### src/rs_pkg.sv
package rs_pkg;

    localparam int CW     = 20;
    localparam int SLOTS  = 4;
    localparam int QDEPTH = 4;
    localparam int QAW    = $clog2(QDEPTH);

    typedef logic signed [CW-1:0] t_c;

    typedef struct packed {
        logic signed [15:0] a_x;
        logic signed [15:0] a_y;
        logic [15:0]        a_w;
        logic [15:0]        a_h;
        logic signed [15:0] b_x;
        logic signed [15:0] b_y;
        logic [15:0]        b_w;
        logic [15:0]        b_h;
    } t_in;

    typedef struct packed {
        logic signed [15:0] piece_x;
        logic signed [15:0] piece_y;
        logic [15:0]        piece_w;
        logic [15:0]        piece_h;
        logic               is_last;
        logic               nothing_left;
    } t_out;

    typedef struct packed {
        logic [15:0] x;
        logic [15:0] y;
        logic [15:0] w;
        logic [15:0] h;
    } t_piece;

    typedef struct packed {
        t_piece [SLOTS-1:0] piece;
        logic [SLOTS-1:0]   mask;
        logic               nothing;
    } t_job;

    typedef struct packed {
        logic valid;
        logic full;
    } t_qstat;

    function automatic t_c sx(input logic [15:0] v);
        sx = {{(CW-16){v[15]}}, v};
    endfunction

    function automatic t_c zx(input logic [15:0] v);
        zx = {{(CW-16){1'b0}}, v};
    endfunction

    function automatic logic holds(input t_c rx, input t_c ry, input t_c rr, input t_c rb,
                                   input t_c px, input t_c py);
        holds = (px >= rx) && (px < rr) && (py >= ry) && (py < rb);
    endfunction

    function automatic t_piece mk(input t_c x, input t_c y, input t_c w, input t_c h);
        mk.x = x[15:0];
        mk.y = y[15:0];
        mk.w = w[15:0];
        mk.h = h[15:0];
    endfunction

    function automatic logic pos(input t_c w, input t_c h);
        pos = (w > t_c'(0)) && (h > t_c'(0));
    endfunction

endpackage

### src/rs_front.sv
module rs_front
    import rs_pkg::*;
(
    input  logic   i_clk,
    input  logic   i_rst_n,
    input  logic   push,
    output logic   full,
    input  t_in    i_rects,
    input  t_qstat i_qstat,
    output logic   o_wr,
    output t_job   o_job
);

    logic r_s1_v, r_s2_v, r_s3_v;
    logic n_s1_v, n_s2_v, n_s3_v;
    logic s1_adv, s2_adv, s3_adv;

    t_in r_s1;
    t_c  r_s1_ar, r_s1_ab, r_s1_br, r_s1_bb;

    t_in  r_s2;
    t_c   r_s2_ar, r_s2_ab, r_s2_br, r_s2_bb;
    logic r_s2_top, r_s2_right, r_s2_bottom, r_s2_left;
    logic [3:0] r_s2_d;
    logic r_s2_vband, r_s2_hband;

    t_c   c_ax, c_ay, c_bx, c_by;
    logic c1, c2, c3, c4;

    t_in  r_s3;
    t_c   r_s3_br, r_s3_bb;
    t_c   r_s3_dyt, r_s3_hbot, r_s3_wl, r_s3_wr, r_s3_sy, r_s3_sh;
    logic r_s3_top, r_s3_right, r_s3_bottom, r_s3_left;
    logic [3:0] r_s3_d;
    logic r_s3_vband, r_s3_hband, r_s3_ah_gt;

    t_c n_sh;

    t_c   ax, ay, aw, ah;
    t_piece p_top, p_bot, p_lf, p_rf, p_ls, p_rs;
    logic v_top, v_bot, v_lf, v_rf, v_ls, v_rs;
    logic no_c;
    t_job job;

    assign s3_adv = !r_s3_v || !i_qstat.full;
    assign s2_adv = !r_s2_v || s3_adv;
    assign s1_adv = !r_s1_v || s2_adv;
    assign full   = !s1_adv;
    assign o_wr   = r_s3_v && !i_qstat.full;

    always_comb begin
        n_s1_v = s1_adv ? push : r_s1_v;
        n_s2_v = s2_adv ? r_s1_v : r_s2_v;
        n_s3_v = s3_adv ? r_s2_v : r_s3_v;
    end

    always_ff @(posedge i_clk) begin
        if (!i_rst_n) begin
            r_s1_v <= 1'b0;
            r_s2_v <= 1'b0;
            r_s3_v <= 1'b0;
        end else begin
            r_s1_v <= n_s1_v;
            r_s2_v <= n_s2_v;
            r_s3_v <= n_s3_v;
        end
    end

    always_ff @(posedge i_clk) begin
        if (s1_adv) begin
            r_s1    <= i_rects;
            r_s1_ar <= sx(i_rects.a_x) + zx(i_rects.a_w);
            r_s1_ab <= sx(i_rects.a_y) + zx(i_rects.a_h);
            r_s1_br <= sx(i_rects.b_x) + zx(i_rects.b_w);
            r_s1_bb <= sx(i_rects.b_y) + zx(i_rects.b_h);
        end
    end

    always_comb begin
        c_ax = sx(r_s1.a_x);
        c_ay = sx(r_s1.a_y);
        c_bx = sx(r_s1.b_x);
        c_by = sx(r_s1.b_y);
        c1 = holds(c_ax, c_ay, r_s1_ar, r_s1_ab, c_bx, c_by);
        c2 = holds(c_ax, c_ay, r_s1_ar, r_s1_ab, r_s1_br - t_c'(1), c_by);
        c3 = holds(c_ax, c_ay, r_s1_ar, r_s1_ab, r_s1_br - t_c'(1), r_s1_bb - t_c'(1));
        c4 = holds(c_ax, c_ay, r_s1_ar, r_s1_ab, c_bx, r_s1_bb - t_c'(1));
    end

    always_ff @(posedge i_clk) begin
        if (s2_adv) begin
            r_s2        <= r_s1;
            r_s2_ar     <= r_s1_ar;
            r_s2_ab     <= r_s1_ab;
            r_s2_br     <= r_s1_br;
            r_s2_bb     <= r_s1_bb;
            r_s2_top    <= c1 || c2;
            r_s2_right  <= c2 || c3;
            r_s2_bottom <= c3 || c4;
            r_s2_left   <= c4 || c1;
            r_s2_d[0]   <= holds(c_bx, c_by, r_s1_br, r_s1_bb, c_ax, c_ay);
            r_s2_d[1]   <= holds(c_bx, c_by, r_s1_br, r_s1_bb, r_s1_ar - t_c'(1), c_ay);
            r_s2_d[2]   <= holds(c_bx, c_by, r_s1_br, r_s1_bb,
                                 r_s1_ar - t_c'(1), r_s1_ab - t_c'(1));
            r_s2_d[3]   <= holds(c_bx, c_by, r_s1_br, r_s1_bb, c_ax, r_s1_ab - t_c'(1));
            r_s2_vband  <= (c_bx >= c_ax) && (c_bx < r_s1_ar) && (c_by < c_ay)
                           && (r_s1_bb >= r_s1_ab);
            r_s2_hband  <= (c_by >= c_ay) && (c_by < r_s1_ab) && (c_bx < c_ax)
                           && (r_s1_br >= r_s1_ar);
        end
    end

    always_comb begin
        priority if (r_s2_top && r_s2_bottom) begin
            n_sh = zx(r_s2.b_h);
        end else if (r_s2_bottom) begin
            n_sh = r_s2_bb - sx(r_s2.a_y);
        end else if (r_s2_top) begin
            n_sh = r_s2_ab - sx(r_s2.b_y);
        end else begin
            n_sh = zx(r_s2.a_h);
        end
    end

    always_ff @(posedge i_clk) begin
        if (s3_adv) begin
            r_s3        <= r_s2;
            r_s3_br     <= r_s2_br;
            r_s3_bb     <= r_s2_bb;
            r_s3_dyt    <= sx(r_s2.b_y) - sx(r_s2.a_y);
            r_s3_hbot   <= r_s2_ab - r_s2_bb;
            r_s3_wl     <= sx(r_s2.b_x) - sx(r_s2.a_x);
            r_s3_wr     <= r_s2_ar - r_s2_br;
            r_s3_sy     <= r_s2_top ? sx(r_s2.b_y) : sx(r_s2.a_y);
            r_s3_sh     <= n_sh;
            r_s3_top    <= r_s2_top;
            r_s3_right  <= r_s2_right;
            r_s3_bottom <= r_s2_bottom;
            r_s3_left   <= r_s2_left;
            r_s3_d      <= r_s2_d;
            r_s3_vband  <= r_s2_vband;
            r_s3_hband  <= r_s2_hband;
            r_s3_ah_gt  <= r_s2.a_h > r_s2.b_h;
        end
    end

    always_comb begin
        ax = sx(r_s3.a_x);
        ay = sx(r_s3.a_y);
        aw = zx(r_s3.a_w);
        ah = zx(r_s3.a_h);

        p_top = mk(ax, ay, aw, r_s3_dyt);
        p_bot = mk(ax, r_s3_bb, aw, r_s3_hbot);
        p_lf  = mk(ax, ay, r_s3_wl, ah);
        p_rf  = mk(r_s3_br, ay, r_s3_wr, ah);
        p_ls  = mk(ax, r_s3_sy, r_s3_wl, r_s3_sh);
        p_rs  = mk(r_s3_br, r_s3_sy, r_s3_wr, r_s3_sh);
        v_top = pos(aw, r_s3_dyt);
        v_bot = pos(aw, r_s3_hbot);
        v_lf  = pos(r_s3_wl, ah);
        v_rf  = pos(r_s3_wr, ah);
        v_ls  = pos(r_s3_wl, r_s3_sh);
        v_rs  = pos(r_s3_wr, r_s3_sh);

        no_c = !(r_s3_top || r_s3_right || r_s3_bottom || r_s3_left);

        job = '0;
        if (no_c) begin
            priority if (r_s3_d == 4'b1111) begin
                job.mask = '0;
            end else if (r_s3_d == 4'b0000) begin
                if (r_s3_vband || r_s3_hband) begin
                    if (r_s3_ah_gt) begin
                        job.piece[0] = p_top;
                        job.mask[0]  = v_top;
                        job.piece[1] = p_bot;
                        job.mask[1]  = v_bot;
                    end else begin
                        job.piece[0] = p_lf;
                        job.mask[0]  = v_lf;
                        job.piece[1] = p_rf;
                        job.mask[1]  = v_rf;
                    end
                end
            end else if (r_s3_d[0] && r_s3_d[3]) begin
                job.piece[0] = p_rf;
                job.mask[0]  = v_rf;
            end else if (r_s3_d[1] && r_s3_d[2]) begin
                job.piece[0] = p_lf;
                job.mask[0]  = v_lf;
            end else if (r_s3_d[0] && r_s3_d[1]) begin
                job.piece[0] = p_bot;
                job.mask[0]  = v_bot;
            end else begin
                job.piece[0] = p_top;
                job.mask[0]  = v_top;
            end
        end else begin
            job.piece[0] = p_top;
            job.mask[0]  = r_s3_top && v_top;
            job.piece[1] = p_bot;
            job.mask[1]  = r_s3_bottom && v_bot;
            job.piece[2] = p_ls;
            job.mask[2]  = r_s3_left && v_ls;
            job.piece[3] = p_rs;
            job.mask[3]  = r_s3_right && v_rs;
        end

        if (job.mask == '0) begin
            job.piece   = '0;
            job.mask    = SLOTS'(1);
            job.nothing = 1'b1;
        end
    end

    assign o_job = job;

endmodule

### src/rs_queue.sv
module rs_queue
    import rs_pkg::*;
(
    input  logic   i_clk,
    input  logic   i_rst_n,
    input  logic   i_wr,
    input  t_job   i_job,
    input  logic   i_rd,
    output t_qstat o_qstat,
    output t_job   o_head
);

    t_job r_mem [QDEPTH];
    logic [QAW-1:0] r_wp, r_rp, n_wp, n_rp;
    logic [QAW:0]   r_cnt, n_cnt;

    assign o_qstat.valid = r_cnt != '0;
    assign o_qstat.full  = r_cnt == (QAW+1)'(QDEPTH);
    assign o_head        = r_mem[r_rp];

    always_comb begin
        n_wp  = i_wr ? r_wp + 1'b1 : r_wp;
        n_rp  = i_rd ? r_rp + 1'b1 : r_rp;
        n_cnt = r_cnt + (QAW+1)'(i_wr) - (QAW+1)'(i_rd);
    end

    always_ff @(posedge i_clk) begin
        if (!i_rst_n) begin
            r_wp  <= '0;
            r_rp  <= '0;
            r_cnt <= '0;
        end else begin
            r_wp  <= n_wp;
            r_rp  <= n_rp;
            r_cnt <= n_cnt;
        end
    end

    always_ff @(posedge i_clk) begin
        if (i_wr) begin
            r_mem[r_wp] <= i_job;
        end
    end

endmodule

### src/rs_back.sv
module rs_back
    import rs_pkg::*;
(
    input  logic   i_clk,
    input  logic   i_rst_n,
    input  t_qstat i_qstat,
    input  t_job   i_head,
    output logic   o_rd,
    output logic   empty,
    input  logic   pop,
    output t_out   o_piece
);

    logic [SLOTS-1:0] r_done, n_done;
    logic [SLOTS-1:0] rem, sel;
    logic             last, emit;
    logic             r_out_v, n_out_v;
    t_out             r_out;
    t_piece           pick;

    always_comb begin
        rem  = i_head.mask & ~r_done;
        sel  = rem & (~rem + 1'b1);
        last = (rem & ~sel) == '0;
        emit = i_qstat.valid && (!r_out_v || pop);
        pick = '0;
        for (int k = 0; k < SLOTS; k++) begin
            if (sel[k]) begin
                pick = pick | i_head.piece[k];
            end
        end
        n_done  = emit ? (last ? '0 : (r_done | sel)) : r_done;
        n_out_v = emit ? 1'b1 : (pop ? 1'b0 : r_out_v);
    end

    assign o_rd    = emit && last;
    assign empty   = !r_out_v;
    assign o_piece = r_out;

    always_ff @(posedge i_clk) begin
        if (!i_rst_n) begin
            r_done  <= '0;
            r_out_v <= 1'b0;
        end else begin
            r_done  <= n_done;
            r_out_v <= n_out_v;
        end
    end

    always_ff @(posedge i_clk) begin
        if (emit) begin
            r_out.piece_x      <= pick.x;
            r_out.piece_y      <= pick.y;
            r_out.piece_w      <= pick.w;
            r_out.piece_h      <= pick.h;
            r_out.is_last      <= last;
            r_out.nothing_left <= i_head.nothing;
        end
    end

endmodule

### src/rectangle_subtract.sv
// channel   direction  handshake            word
// rects     in         push / full          t_in  (rectangles A and B)
// pieces    out        empty / pop          t_out (one piece of A minus B)
//
// Path to empty falling: three front stages, the job queue and the output register.
// Throughput: one piece per cycle at the output register while a job waits and pop
// keeps up; an item gives one to four pieces. The front takes an item every cycle
// until the four-entry job queue fills; full then stalls the front stages back to
// the input.
// Reset is synchronous and clears valid flags, queue pointers and the emitted-piece mask.
module rectangle_subtract
    import rs_pkg::*;
(
    input  logic i_clk,
    input  logic i_rst_n,
    input  logic push,
    output logic full,
    input  t_in  i_rects,
    output logic empty,
    input  logic pop,
    output t_out o_piece
);

    t_qstat qstat;
    t_job   wr_job, head;
    logic   wr, rd;

    rs_front u_front (
        .i_clk   (i_clk),
        .i_rst_n (i_rst_n),
        .push    (push),
        .full    (full),
        .i_rects (i_rects),
        .i_qstat (qstat),
        .o_wr    (wr),
        .o_job   (wr_job)
    );

    rs_queue u_queue (
        .i_clk   (i_clk),
        .i_rst_n (i_rst_n),
        .i_wr    (wr),
        .i_job   (wr_job),
        .i_rd    (rd),
        .o_qstat (qstat),
        .o_head  (head)
    );

    rs_back u_back (
        .i_clk   (i_clk),
        .i_rst_n (i_rst_n),
        .i_qstat (qstat),
        .i_head  (head),
        .o_rd    (rd),
        .empty   (empty),
        .pop     (pop),
        .o_piece (o_piece)
    );

endmodule

### config.mk
export PLATFORM = sky130hd
export DESIGN_NAME = rectangle_subtract
export DESIGN_NICKNAME = d
export VERILOG_FILES = /design/src/rs_pkg.sv /design/src/rs_front.sv /design/src/rs_queue.sv /design/src/rs_back.sv /design/src/rectangle_subtract.sv
export SDC_FILE = /design/constraint.sdc
export NUM_CORES = 2
export LEC_CHECK = 0
export BUFFER_PORTS_ARGS = -buffer_cell sky130_fd_sc_hd__buf_2
export CORE_MARGIN = 1
export CORE_UTILIZATION = 55
export DETAILED_ROUTE_END_ITERATION = 8
export GPL_ROUTABILITY_DRIVEN = 0
export GPL_TIMING_DRIVEN = 0
export PLACE_DENSITY = 0.72
export SLEW_MARGIN = 0
export SYNTH_ARGS = -nofsm -noshare
export SYNTH_HDL_FRONTEND = slang
export SYNTH_HIERARCHICAL = 1
export SYNTH_SLANG_ARGS = --single-unit
### constraint.sdc
create_clock -name i_clk -period 9.7 [get_ports i_clk]
set_input_delay 1.94 -clock i_clk [delete_from_list [all_inputs] [get_ports i_clk]]
set_output_delay 1.94 -clock i_clk [all_outputs]
set_load 0.02 [all_outputs]
# Yosys cells after proc, flatten, opt, wreduce, memory -nomap -nowiden
# Memory sizes are Yosys's and may differ from the RTL's. A register that Yosys moved wholly into a read port is not among the register bits.
# Cells that the tools add are included.
[op_classes]
reduce_logical = 65
muxes = 34
n_lt_le_gt_ge = 28
n_eq_ne = 2
bitwise = 10
add_sub_neg = 19
[op_table]
columns = ["cell", "n"]
rows = [
  ["$mux W128", 4],
  ["$mux W64", 7],
  ["$mux W261", 1],
  ["$or A64 B64 Y64", 3],
  ["$mux W132", 1],
  ["$gt A20 B1 Y1 const B", 5],
  ["$mux W48", 2],
  ["$ge A20 B16 Y1", 4],
  ["$lt A16 B20 Y1", 4],
  ["$lt A20 B20 Y1", 4],
  ["$sub A20 B2 Y20 const B", 4],
  ["$add A16 B17 Y18", 4],
  ["$ge A16 B16 Y1", 4],
  ["$logic_and A1 B1 Y1", 42],
  ["$ge A20 B20 Y1", 2],
  ["$mux W20", 2],
  ["$sub A20 B16 Y20", 2],
  ["$sub A20 B20 Y20", 2],
  ["$sub A16 B16 Y17", 2],
  ["$gt A16 B1 Y1 const B", 2],
  ["$lt A16 B16 Y1", 2],
  ["$mux W16", 2],
  ["$gt A16 B16 Y1", 1],
  ["$and A4 B4 Y4", 3],
  ["other kinds (16)", 49],
]
[word_totals]
output_inout_bits = 68
reg_bits = 698
wordCells = 223
ram_bits = 1044
n_memories = 1
[memory_table]
columns = ["memory", "words", "word_bits", "read_ports", "rd_clocked_by_memory_dff", "wr", "line", "source"]
rows = [
  ["u_queue.r_mem", 4, 261, 1, 1, 1, "rs_queue.sv:13", "t_job r_mem [QDEPTH];"],
]

# Depth between registers and ports, before layout
[depth]
word_depth = 12
ltp_mapped = 16
ltp_nobuf = 16

# Hierarchy
# Netlist, hierarchy kept.
[modules_own_cells]
columns = ["mod", "cells_per_inst", "seq_area_each_um2", "n_inst", "area_each_um2"]
rows = [
  ["rs_front", 3622, 17927.2, 1, 39322.7],
  ["rs_queue", 1406, 31530.2, 1, 38091.5],
  ["rs_back", 321, 2082.0, 1, 3651.0],
]

# Worst setup path before layout
# OpenSTA, ideal clock, no wires.
[synth_timing]
path_kind = "reg2reg"
startpoint = "register u_queue.r_cnt[1]"
endpoint = "memory u_queue/r_mem[0][0] in the netlist's numbering, enable pin"
setup_slack_ps = 2153
path_stages_with_launch = 5
synth_period_minus_slack_ps = 7547
arrival_time_ps = 6893
cell_sequence = "dfxtp_1 -> inv_1 -> and3_1 -> nor2b_1 -> and2_1"
[synth_rtl]
columns = ["element", "line", "source"]
rows = [
  ["from (decl)", "rs_queue.sv:15", "logic [QAW:0] r_cnt, n_cnt;"],
  ["from (signal assigned)", "rs_queue.sv:35", "r_cnt <= n_cnt;"],
  ["to (decl)", "rs_queue.sv:13", ""],
]

# Worst setup path after layout
[layout_timing]
startpoint = "register u_front.r_s1_ab[2]"
endpoint = "register u_front.r_s2_d[3] (data pin)"
[layout_via]
elab_chain_len = 4
[layout_lines]
columns = ["element", "line", "source"]
rows = [
  ["from (decl)", "rs_front.sv:19", "t_c r_s1_ar, r_s1_ab, r_s1_br, r_s1_bb;"],
  ["from (signal assigned)", "rs_front.sv:73", "r_s1_ab <= sx(i_rects.a_y) + zx(i_rects.a_h);"],
  ["$sub A20 B2 Y20 *", "rs_front.sv:105", "r_s2_d[3] <= holds(c_bx, c_by, r_s1_br, r_s1_bb, c_ax, r_s1_ab - t_c'(1));"],
  ["$ge A20 B16 Y1", "rs_pkg.sv:58", "holds = (px >= rx) && (px < rr) && (py >= ry) && (py < rb);"],
  ["$logic_and A1 B1 Y1", "rs_pkg.sv:58", ""],
  ["$logic_and A1 B1 Y1 *", "rs_pkg.sv:58", ""],
  ["to (signal assigned)", "rs_front.sv:105", ""],
  ["to (decl)", "rs_front.sv:24", "logic [3:0] r_s2_d;"],
]
# Mark *: on every way between the ends. The rest lies on a longest branch, timed or not.
# A chain may end at the register's enable or synchronous reset.

==> results.md <==
- Run status: complete, no violations
- Tcrit/Tclk final: 51.0%
- Initial core utilization: 55.6%
- Final core utilization: 62.2%
- Fillers: 10.5k
- Vias in the first global route: 48.1k
- Worst hold path startpoint: u_front/r_s1[65]$_DFFE_PN_
- Gate power share: 27.0%
- Seq/Total Area, Yosys: 63.6%
- Seq. cell area: 0.0515 mm2
- Syn_area_per_cell: 15.2 um2
- Largest family of logic cells by synthesized area: multiplexers
- Max Clk Rate: 202 MHz
- Setup-failing EPs final: 0
- R2r startpoint: u_front/r_s1_ab[2]$_DFFE_PN_
- CTS root buffer: clkbuf_16
- Largest net degree at the start of global routing: 133
- Cell internal pwr: 15.4 mW
- Mapped Cells: 5349
- CP bufs+invs: 1
- CTS buffer count: 170
- Met3 Wirelength: 21700 um
- Post-synthesis register bit count: 1722
- Async SR Flop Fraction: 0%
- Crit path DAT: 5.51 ns
- Core ar.: 0.146 mm2
- R2R depth: 15
- Type of the worst setup path: reg -> reg
- Pre-CTS setup slack: 4.85 ns
- Max-Cap Viols: 0
- Num rows: 140
- 1st-pass router iterations: 9
- RSZ-0062 raised after global routing: false
- Post-synthesis adder-cell area fraction: 7.94%
- Vias post-DR: 49.4k
- GRT Overall Usage: 28.5%
- Synth Area in Compound Gates: 7.96%
- Die X: 386 um
- Post-synthesis instance area: 0.0811 mm2
- Synthesis-to-layout area growth: 11.9%
- CTS tree: done
- Worst r2r dst: u_front/r_s2_d[3]$_DFFE_PP_
- Final hold viol count: 0
- Detailed Route WL: 212000 um
- Hold path depth: 0
- DRC Markers: 0
- Top sig layer: met5
- Nets@finish: 6387
- Slew Limit Headroom: 9.33%
- Dpl hpwl: 158000 um
- Cells along the critical path: inv_1 > nand4_1 > nor2_1 > nand2_1 > nor4_1 > nand2_1 > nor3_1 > xnor2_1 > ha_1 > nand4_1 > nor4_1 > a221oi_1 > or2_2 > and3_1 > and2_1
- Sw Pwr: 7.59 mW
- Worst-path fanout max: 6
- Syn nets: 5988
- Main synth FF type: edfxtp_1
- DR WL/cell: 27.2 um
- Fraction of layout cells with a size suffix above 1: 16.0%
- Final Total Pwr: 23.0 mW
- Power share of the clock group: 28.2%
- Post-synth EDFFs: 1705
- Top cell family by delay on the critical path: simple AND/OR/NAND/NOR gates
- WL met1: 83500 um
- First-pass GRT wire length: 308000 um
- Final WS setup: 4.75 ns
- Power Dens Cells: 253 mW/mm2
- Clock latency on the worst-skew pair: 0.81 ns
- Worst Hold End: u_front/r_s2[65]$_DFFE_PP_
- CP Launch Point: u_front/r_s1_ab[2]$_DFFE_PN_
- Total congestion overflow: 0
- Min-delay worst type: reg -> reg
- Number of routed nets with antenna violations: 0
- R2R setup slack: 4.75 ns
- Hold buffers post-CTS: 0
- I/O pins: 200
- Setup crit start kind: flip-flop
- Postcts setup bufs: 0
- Area after DPL: 0.0852 mm2
- CTS clock-pin slew for the worst setup and hold paths: 0.06 ns
- Min Tclk post-route: 4.95 ns
- Slowest stage delay, CP: 0.84 ns
- Area of the multi-input gates: 0.0270 mm2
- CTS max path bufs: 3
- Worst-margin pin slew: 1.35 ns
- Setup crit end kind: flip-flop
- DR vias/cell: 6.33
- DR WL met2: 96500 um
- Post-synthesis mux area share: 8.45%
- Post-Synth Simple-Gate Area: 6.80%
- I/O Buffers: 199
- Antenna violations before repair: 14
- Detailed Route Iter0 Violations: 6058
- Distinct cells, synth: 83
- Required time of the critical path: 10.26 ns
- Synth Area in XOR/XNOR: 2.15%
- Clock skew: 0.0194 ns
- Flop pwr share: 44.8%
- Peak supply drop: 171 uV
- Net Sw Frac: 33.0%
- H-tree Lvls: 4
- Post-layout instance area: 0.0907 mm2
- Die Y: 386 um
- Crit path max-delay cell type: nor4_1
- Leak: 33.8 nW
- Die ar.: 0.149 mm2
- Synth Warn #: 6
- Clock sink total: 1722
- Fin. max-slew vios: 0
- CTS resizes: 0
layer usage:
layer  track usage, %  vias to the layer above
li1                 -                    21700
met1             39.1                    24700
met2             43.6                     2563
met3             6.04                      461
met4             13.3                        4
met5                0                        -
cell usage in the layout, fill, tap and decap left out, drive strengths merged, types with 53 or more instances in the layout:
cell / count
nor2b: 66
buf: 366
inv: 348
a22oi: 98
o21ai: 166
a222oi: 64
nand3: 60
nor3: 68
ha: 496
clkinv: 72
edfxtp: 1705
nor2: 292
clkbuf: 268
and2: 117
o21a: 53
xnor2: 172
a21oi: 213
nand2: 255
a21o: 75
mux4: 272
mux2i: 70
worst max path at each step:
stage,to,slack [ns],cells past startpoint
floorplan,u_queue/r_mem[0][0]$_DFFE_PP_,2.15,4
global placement,u_queue/r_mem[1][41]$_DFFE_PP_,-2.73,4
detailed placement,u_front/r_s2_d[3]$_DFFE_PP_,4.85,15
CTS,full,4.71,6
global route,u_front/r_s2_d[3]$_DFFE_PP_,4.50,15
finish,u_front/r_s2_d[3]$_DFFE_PP_,4.75,15
metrics by stage:
step | setup TNS, ns | hold WS (ns) | cells
after floorplan | 0 | 0.400 | 5349
after global placement | -2745.43 | 0.401 | 7465
after detailed placement | 0 | 0.405 | 7493
after CTS | 0 | 0.412 | 7807
after global routing | 0 | 0.423 | 7807
final | 0 | 0.411 | 7809
area by class of cell:
| type | count | area share [%] |
|---|---|---|
| Antenna cell | 2 | 0.00552 |
| Buffer | 202 | 1.40 |
| Clock buffer | 205 | 4.88 |
| Clock inverter | 109 | 1.18 |
| Inverter | 337 | 1.41 |
| Multi-Input combinational cell | 3088 | 29.8 |
| Sequential cell | 1722 | 56.8 |
| Tap cell | 1917 | 2.64 |
| Timing Repair Buffer | 227 | 1.91 |
sequential cells by signal, summed over array words and instances (netlist names), 17 cells and up, named ones only:
name / flops
u_front/r_s1_ar: 18
u_front/r_s1_br: 18
u_front/r_s3_dyt: 17
u_back/o_piece: 66
u_front/r_s3_hbot: 20
u_front/r_s2_bb: 18
u_front/r_s2_ab: 18
u_front/r_s2: 112
u_front/r_s3_sh: 20
u_front/r_s2_br: 18
u_front/r_s1: 48
u_front/r_s1_bb: 18
u_front/r_s1_ab: 18
u_front/r_s3_wl: 17
u_queue/r_mem: 1044
u_front/r_s2_ar: 18
u_front/r_s3_wr: 20
cells in the mapped netlist, drive strengths merged, types with 68 or more instances:
cell    number  area, um2
mux4       272       6130
inv        337       1260
mux2i       70        701
a22oi       98        736
nor3        68        340
nand2      255        957
buf        139       1030
a21o        75        563
edfxtp    1705      51200
nor2       292       1100
o21ai      166        831
a21oi      213       1080
and2       117        732
xnor2      172       1510
ha         496       6210
power groups by stage:
stage          Clock, mW  Combinational (mW)  Sequential [mW]
2_1_floorplan          0                3.79             10.1
3_3_place_gp           0                5.88             10.4
3_5_place_dp           0                6.07             10.4
4_1_cts             6.57                6.10             10.2
5_1_grt             6.85                6.63             10.3
6_report            6.49                6.20             10.3
logic make-up (layout without fill, tap and decap cells):
logic type,count (synthesis),in the layout
flip-flops,1722,1722
buffers and inverters,539,1080
XOR/XNOR,197,197
multiplexers,344,344
other,0,2
AO/OA/AOI/OAI,933,933
AND/OR/NAND/NOR,1106,1106
adder cells (fa/ha/maj),508,508
Power figures use the tool's default switching activity.
